### src/jse_pkg.sv
// ----------------------------------------------------------------------------
// jse_pkg
// Shared constants, request codes and control types of the Jacobi stencil
// engine.
// ----------------------------------------------------------------------------
package jse_pkg;

   // field widths
   localparam int CELL_W     = 16;  // signed Q1.14 cell
   localparam int COORD_W    = 6;   // row / column field
   localparam int REQ_TYPE_W = 2;
   localparam int GRID_W     = 6;   // grid_size register
   localparam int ITER_W     = 16;  // iteration_count register
   localparam int SUM_W      = CELL_W + 2;  // sum of four cells

   // configuration port
   localparam int CSR_IDX_W  = 1;
   localparam int CSR_DATA_W = 16;

   localparam logic [CSR_IDX_W-1:0] CSR_GRID_SIZE = 1'd0;
   localparam logic [CSR_IDX_W-1:0] CSR_ITER      = 1'd1;

   localparam logic [GRID_W-1:0] GRID_SIZE_RESET = 6'd8;
   localparam logic [ITER_W-1:0] ITER_RESET      = 16'd1;

   localparam int PADDED_SIDE_DEFAULT = 64;

   // request codes
   typedef logic [REQ_TYPE_W-1:0] req_code_type;
   localparam req_code_type REQ_LOAD = 2'd0;
   localparam req_code_type REQ_RUN  = 2'd1;
   localparam req_code_type REQ_READ = 2'd2;

   // status from the sweep sequencer to the top level
   typedef struct packed {
      logic busy;        // a run is in progress
      logic rd_en;       // source buffer read this cycle
      logic wr_en;       // destination buffer write this cycle
      logic sweep_done;  // last cycle of a sweep: swap buffers
   } sweep_stat_type;

endpackage

### src/jse_sweep.sv
// ----------------------------------------------------------------------------
// jse_sweep
// Sweep sequencer: walks the interior cells, reads the four neighbors of each
// from the source buffer, accumulates them and writes the floored quarter to
// the destination buffer. Repeats for the requested number of sweeps.
// ----------------------------------------------------------------------------
module jse_sweep #(
   parameter int PADDED_SIDE = jse_pkg::PADDED_SIDE_DEFAULT,
   localparam int CW = $clog2(PADDED_SIDE),
   localparam int AW = 2 * CW
) (
   input  logic                                clock,
   input  logic                                reset,
   input  logic                                start,
   input  logic [jse_pkg::GRID_W-1:0]          grid_size,
   input  logic [jse_pkg::ITER_W-1:0]          iter_count,
   input  logic signed [jse_pkg::CELL_W-1:0]   src_rdata,
   output jse_pkg::sweep_stat_type             stat,
   output logic [AW-1:0]                       rd_addr,
   output logic [AW-1:0]                       wr_addr,
   output logic [jse_pkg::CELL_W-1:0]          wr_data
);
   import jse_pkg::*;

   localparam int MAX_N = PADDED_SIDE - 2;
   localparam int NW    = (CW > GRID_W) ? CW : GRID_W;

   localparam logic [1:0] ST_IDLE  = 2'd0;
   localparam logic [1:0] ST_RUN   = 2'd1;
   localparam logic [1:0] ST_DRAIN = 2'd2;

   // neighbor order within one cell
   localparam logic [1:0] PH_N = 2'd0;
   localparam logic [1:0] PH_S = 2'd1;
   localparam logic [1:0] PH_W = 2'd2;
   localparam logic [1:0] PH_E = 2'd3;

   logic [1:0]              state_ff, state_in;
   logic [CW-1:0]           row_ff, row_in;
   logic [CW-1:0]           col_ff, col_in;
   logic [1:0]              ph_ff, ph_in;
   logic [ITER_W-1:0]       left_ff, left_in;
   logic                    d_valid_ff;
   logic [1:0]              d_ph_ff;
   logic [CW-1:0]           d_row_ff;
   logic [CW-1:0]           d_col_ff;
   logic signed [SUM_W-1:0] acc_ff;
   logic signed [SUM_W-1:0] sum_in;

   logic [NW-1:0]           gs_w;
   logic [CW-1:0]           n_eff;
   logic                    n_zero;
   logic                    issue;
   logic                    last_cell;

   // interior size clamped to the padded grid
   assign gs_w   = NW'(grid_size);
   assign n_eff  = (gs_w > NW'(MAX_N)) ? CW'(MAX_N) : CW'(gs_w);
   assign n_zero = (n_eff == '0);

   assign issue     = (state_ff == ST_RUN) && !n_zero;
   assign last_cell = (row_ff == n_eff) && (col_ff == n_eff) && (ph_ff == PH_E);

   // neighbor address
   always_comb begin
      unique case (ph_ff)
         PH_N: rd_addr = {row_ff - CW'(1), col_ff};
         PH_S: rd_addr = {row_ff + CW'(1), col_ff};
         PH_W: rd_addr = {row_ff, col_ff - CW'(1)};
         PH_E: rd_addr = {row_ff, col_ff + CW'(1)};
      endcase
   end

   // sequencer
   always_comb begin
      state_in = state_ff;
      row_in   = row_ff;
      col_in   = col_ff;
      ph_in    = ph_ff;
      left_in  = left_ff;
      unique case (state_ff)
         ST_IDLE: begin
            if (start) begin
               left_in  = (iter_count == '0) ? ITER_W'(1) : iter_count;
               row_in   = CW'(1);
               col_in   = CW'(1);
               ph_in    = PH_N;
               state_in = ST_RUN;
            end
         end
         ST_RUN: begin
            if (n_zero || last_cell) begin
               state_in = ST_DRAIN;
            end else begin
               ph_in = ph_ff + 2'd1;
               if (ph_ff == PH_E) begin
                  if (col_ff == n_eff) begin
                     col_in = CW'(1);
                     row_in = row_ff + CW'(1);
                  end else begin
                     col_in = col_ff + CW'(1);
                  end
               end
            end
         end
         ST_DRAIN: begin
            // last write lands this cycle; next sweep reads after it
            if (left_ff == ITER_W'(1)) begin
               state_in = ST_IDLE;
            end else begin
               left_in  = left_ff - ITER_W'(1);
               row_in   = CW'(1);
               col_in   = CW'(1);
               ph_in    = PH_N;
               state_in = ST_RUN;
            end
         end
         default: state_in = ST_IDLE;
      endcase
   end

   always_ff @(posedge clock) begin
      if (reset) begin
         state_ff   <= ST_IDLE;
         d_valid_ff <= 1'b0;
      end else begin
         state_ff   <= state_in;
         d_valid_ff <= issue;
      end
   end

   always_ff @(posedge clock) begin
      row_ff   <= row_in;
      col_ff   <= col_in;
      ph_ff    <= ph_in;
      left_ff  <= left_in;
      d_ph_ff  <= ph_ff;
      d_row_ff <= row_ff;
      d_col_ff <= col_ff;
      if (d_valid_ff) begin
         acc_ff <= sum_in;
      end
   end

   // neighbor accumulation; the first neighbor restarts the sum
   assign sum_in = (d_ph_ff == PH_N) ? SUM_W'(src_rdata) : acc_ff + SUM_W'(src_rdata);

   // floor of a quarter: drop the two low bits of the signed sum
   assign wr_data = sum_in[SUM_W-1:2];
   assign wr_addr = {d_row_ff, d_col_ff};

   assign stat.busy       = (state_ff != ST_IDLE);
   assign stat.rd_en      = issue;
   assign stat.wr_en      = d_valid_ff && (d_ph_ff == PH_E);
   assign stat.sweep_done = (state_ff == ST_DRAIN);

   // no read is left in flight once a sweep has drained
   a_drain_clean: assert property (@(posedge clock) disable iff (reset)
      (state_ff == ST_DRAIN) |=> !d_valid_ff)
      else $error("read still in flight after sweep drain");

   // sweep counter never underflows
   a_left_nonzero: assert property (@(posedge clock) disable iff (reset)
      stat.sweep_done |-> (left_ff != '0))
      else $error("sweep count exhausted while sweeping");

   // cell walk stays inside the interior
   a_cell_range: assert property (@(posedge clock) disable iff (reset)
      issue |-> (row_ff != '0) && (row_ff <= n_eff) && (col_ff != '0) && (col_ff <= n_eff))
      else $error("sweep cell outside interior");

   // every fourth returned neighbor produces a write of that cell
   a_write_cell: assert property (@(posedge clock) disable iff (reset)
      (issue && (ph_ff == PH_E)) |=> stat.wr_en && (wr_addr == $past({row_ff, col_ff})))
      else $error("cell write missing after east neighbor");

endmodule

### config.mk
export PLATFORM = sky130hd
export DESIGN_NAME = jse_sweep
export DESIGN_NICKNAME = d
export VERILOG_FILES = /design/src/jse_pkg.sv /design/src/jse_sweep.sv
export SDC_FILE = /design/constraint.sdc
export NUM_CORES = 1
export LEC_CHECK = 0
export ABC_CLOCK_PERIOD_IN_PS = 4150
export BUFFER_PORTS_ARGS = -buffer_cell sky130_fd_sc_hd__buf_2
export CAP_MARGIN = 10
export CORE_UTILIZATION = 55
export DETAILED_ROUTE_END_ITERATION = 8
export HOLD_SLACK_MARGIN = 0.12
export PLACE_DENSITY = 0.79
export SETUP_SLACK_MARGIN = 0.4
export SLEW_MARGIN = 20
export SYNTH_ARGS = -nofsm -noshare
export SYNTH_HDL_FRONTEND = slang
export SYNTH_SLANG_ARGS = --single-unit
### constraint.sdc
create_clock -name clock -period 4.15 [get_ports clock]
set_input_delay 0.2075 -clock clock [delete_from_list [all_inputs] [get_ports clock]]
set_output_delay 0.2075 -clock clock [all_outputs]
set_load 0.01 [all_outputs]
After elaboration in Yosys (flattened, before gate mapping)
Index checks and enable logic that the tools add are counted.

Add/sub/neg operators: 7. Magnitude comparators: 1. Equal/unequal tests: 15. Muxes and demuxes: 25. Reductions and logical operators: 19.

Operators by type and width (number): 6-bit 2-to-1 mux (9); 16-bit 2-to-1 mux (3); 12-bit case mux with 4 select lines (1); 6-bit case mux with 3 select lines (2); 16-bit case mux with 2 select lines (1); 18-bit by 16-bit adder with 18-bit output (1); 18-bit 2-to-1 mux (1); 16-bit by 1-bit == test with 1-bit output, second input constant (1); 16-bit logical NOT (1); 16-bit by 1-bit subtractor with 16-bit output, second input constant (1); 6-bit by 1-bit adder with 6-bit output, second input constant (2); 6-bit == test (2); 2-bit case mux with 3 select lines (2); 6-bit by 1-bit subtractor with 6-bit output, second input constant (2); 2-bit 2-to-1 mux (5); 2-bit == test, second input constant (4); 6-bit greater-than comparator, second input constant (1); 2-bit logical NOT (3); 6-bit logical NOT (1); 2-bit by 1-bit != test with 1-bit output, second input constant (3); 2-bit != test, second input constant (3); 6-bit AND reduction (1); 5-bit AND reduction (1); 2-bit by 1-bit == test with 1-bit output, second input constant (2); 10 further kinds (14).

Register bits: 65. Input bits: 41.

Logic depth before layout (Yosys ltp)
Depth after elaboration: 8. Depth in mapped cells: 11. Depth with buffers taken out: 10.

Least setup slack after synthesis
OpenSTA, ideal clock, no wires.

Path type: reg2out. Start: reg acc_ff[1]. End: out wr_data[15] (netlist name). Arrival: 2222 ps. Required time: 3943 ps. Slack: 1720 ps. Stages on the path, launching flop included: 10. Cell sequence: edfxtp_1 ha_1 a21o_1 a21oi_2 o21ai_2 a31o_4 a2111o_1 a31oi_1 xor2_1 buf_4.

Longest elaborated chain between the ends: 2.

Ends and longest elaborated chain: start: declaration (line jse_sweep.sv:47) `logic signed [SUM_W-1:0] acc_ff;`; start signal: assignment (line jse_sweep.sv:141) `acc_ff <= sum_in;`; 18-bit by 16-bit adder with 18-bit output (line jse_sweep.sv:146) `assign sum_in = (d_ph_ff == PH_N) ? SUM_W'(src_rdata) : acc_ff + SUM_W'(src_rdata);`; 18-bit 2-to-1 mux (line jse_sweep.sv:146); end: declaration (line jse_sweep.sv:21) `output logic [jse_pkg::CELL_W-1:0] wr_data`.

Every way passes these cells.

Final worst setup path
Start: reg acc_ff[0]. End: out wr_data[10] (netlist name).

Same word-level chain as after synthesis.

==> metrics.cfg <==
[logic_synthesis]
ys_types = 49
yosysSeqAreaShare_pct = 40.6
yosysWarnings = 0
synth_edf_count = 48
yosys.area.top_type_share_pct = 32.9
yosys-top-cells-area = edfxtp_1 33%, dfxtp_1 7.8%, ha_1 7.7%
yosys_register_bits = 65
async_flop_share_pct = 0
syn_area_um2 = 4390
avgSynthCellArea_um2 = 9.12
syn_nets = 550
yosys_most_used_dff = edfxtp_1
synth_cells = 481
synth_top_area_cell = edfxtp_1

[power_and_ir_drop]
ir_drop_v = 0.000223
p_clk_share_pct = 26.4
power.switching_mw = 0.708
p_sw_share_pct = 34.6
p_int_mw = 1.34
leakage_nw = 2.08
p_comb_share_pct = 31.4
p_seq_share_pct = 42.2
power_density_nw_per_um2 = 415

[sta]
drv_slew = 0
skew_ps = 11.9
finalSetupViolations = 0
fin_crit_ps = 3010
slew-limit-headroom_pct = 42.7
rsz0062_at_grt = false
fin_tns_setup_ps = 0
max_freq_ghz = 0.332
tightest_slew_ps = 858
hold_violations = 0
fin_crit_sh_pct = 72.6

[grt]
grt.overflow.total = 0
antenna_found_initial = 0
grtUsageTotal_pct = 23.2
grt_pass1_wl_um = 15400
grt_pass1_vias = 3376
grt_max_degree = 33

[detailed_routing]
via_per_inst = 5.67
drt_pass1_iterations = 5
drc_errors = 0
ant_nets = 0
drt-initial-drc-count = 122
via_count = 3654
drt_wl_total_um = 9380
wl_per_cell_um = 14.6

[clock_tree]
tritoncts = done
clock_sinks = 65
insertion_delay_ps = 340
cts.path.max_buffers = 2
cts_root_buffer = clkbuf_8
cts_made_buffers = 9
h-tree-depth = 3
path_clk_slew_ps = 70
cts_resized = 0

[status]
status = finished, final reports clean

[flow_run]
cap_violations = 0

[setup_path]
crit_path_top_delay_cell = fa_1
crit_arrival_ps = 2810
crit_required_ps = 3940
crit_type = register to primary output
max_stage_delay_ps = 390
startpoint_type = register
regToRegSetupSlack_ps = 1630
cp-end-kind = primary output
cp_max_fo = 4
worstPathCellList = ha_1 -> inv_1 -> fa_1 -> nand2b_1 -> a21oi_1 -> o221ai_1 -> a221oi_1 -> xnor2_1 -> o21ai_0 -> buf_2

[floorplanning]
coreArea_um2 = 7730
io_pins = 85
die_width_um = 91.3
die_area_um2 = 8330
initial_core_util_pct = 56.8
die_h_um = 91.3
core.rowCount = 32

[placed_design]
routabilityCongestion = 0.864
dp_cells = 627
port_buffers = 84
dp_hpwl_um = 6870

[min_path]
hold_class = input port to register

[final_layout]
n_antenna_cell = 0
final_cell_count_no_fill = 644
drive_above_1_share_pct = 20.7
area_growth_pct = 12.5
layout.nets = 606

==> state kept, by name, indices dropped and copies added (netlist names) <==
signal	cells
state_ff	2
d_valid_ff	1
left_ff	16
d_col_ff	6
row_ff	6
col_ff	6
acc_ff	18
ph_ff	2
d_row_ff	6
d_ph_ff	2
==> critical path: cells and delay by family, from the launching register on <==
kind | cells | cell delay (ps)
flip-flops | 1 | 330
adder cells (fa/ha/maj) | 2 | 550
AO/OA/AOI/OAI | 4 | 1060
AND/OR/NAND/NOR | 1 | 180
buffers and inverters | 2 | 230
XOR/XNOR | 1 | 100
==> final timing paths <==
check,start,endpoint,cells after the start
worst max-delay path,acc_ff[0],wr_data[10],10
worst min register to register,ph_ff[1],d_ph_ff[1],0
worst max register to register,acc_ff[0],acc_ff[12],9
worst min-delay path,iter_count[3],left_ff[3],3
==> cells in the final DEF (no fill, tap or decap), types with 4 or more instances in the layout <==
cell type | netlist | routed
buf_2 | 0 | 84
nand2_1 | 65 | 65
edfxtp_1 | 48 | 48
o21ai_0 | 41 | 41
xnor2_1 | 29 | 29
a21oi_1 | 27 | 27
ha_1 | 27 | 27
nor2_1 | 25 | 24
xor2_1 | 22 | 22
inv_1 | 21 | 21
dfxtp_1 | 17 | 17
nor3_1 | 13 | 13
nand3_1 | 13 | 13
a221oi_1 | 9 | 9
clkbuf_8 | 0 | 9
nand2b_1 | 8 | 8
a21o_1 | 7 | 7
nor4_1 | 7 | 7
nor2b_1 | 6 | 6
nor3b_1 | 6 | 6
and2_1 | 6 | 6
o31ai_1 | 4 | 4
and3_1 | 4 | 4
==> cells in the mapped netlist, types with 2 or more instances <==
library cell	n
a211oi_1	2
a21o_1	7
a21oi_1	27
a221o_1	2
a221oi_1	9
a31oi_1	3
and2_1	6
and3_1	4
buf_4	17
clkbuf_1	23
dfxtp_1	17
edfxtp_1	48
ha_1	27
inv_1	21
mux2_2	2
nand2_1	65
nand2b_1	8
nand3_1	13
nor2_1	25
nor2b_1	6
nor3_1	13
nor3b_1	6
nor4_1	7
o21ai_0	41
o31ai_1	4
or2_2	3
or3_1	2
or4_1	3
xnor2_1	29
xor2_1	22
==> routing by layer <==
layer  up-vias  wire [µm]  global-route usage [%]
met5         -          0                       0
met4         0        160                    7.94
met3        17        484                    5.36
met2       111       4540                    38.8
met1      1723       4200                    29.6
li1       1803          -                       -
==> kinds of logic (layout without fill, tap and decap cells) <==
group                      count (synthesis)  after routing  share of synthesized area, %
buffers and inverters                     61            122                          6.68
DFF                                       65             65                          40.6
adders and majority gates                 28             28                          8.16
muxes                                      3              3                         0.742
AOI/OAI and AO/OA                        110            110                          15.8
and+or+nand+nor                          163            163                          17.8
xor gates and xnor gates                  51             51                          10.2
==> per-stage QoR <==
step	area [µm²]	hold slack (ps)	total power [mW]	setup WS [ps]	util (%)
2_1_floorplan	4390	277	1.37	1720	-
3_3_place_gp	4720	401	1.49	1580	61.1
3_5_place_dp	4720	405	1.51	1520	61.1
4_1_cts	4930	131	2.05	1120	63.8
5_1_grt	4930	131	2.16	793	63.8
6_report	4930	147	2.05	1140	63.8
==> power groups by stage <==
| stage | clock (mW) | sequential [mW] | combinational (mW) |
|---|---|---|---|
| CTS | 0.547 | 0.862 | 0.643 |
| global placement | 0 | 0.873 | 0.620 |
| finish | 0.542 | 0.863 | 0.643 |
| floorplan | 0 | 0.841 | 0.529 |
| global route | 0.570 | 0.875 | 0.715 |
| detailed placement | 0 | 0.876 | 0.637 |
==> final cells by class <==
class                      instances  area [µm²]
clock inverter                     7        71.3
inverter                          21        78.8
tap                              102         128
sequential                        65        1780
multi-input combinational        355        2320
fill                             640        2800
timing repair buffer              85         430
clock buffer                       9         124
==> what timing repair did <==
| action | 4_1_cts | 5_1_grt |
|---|---|---|
| setup buffers | 0 | 0 |
| hold buffers | 1 | 0 |
| endpoints found under the hold margin | 3 | 0 |
Note: power is estimated with default switching activity, not from simulation.
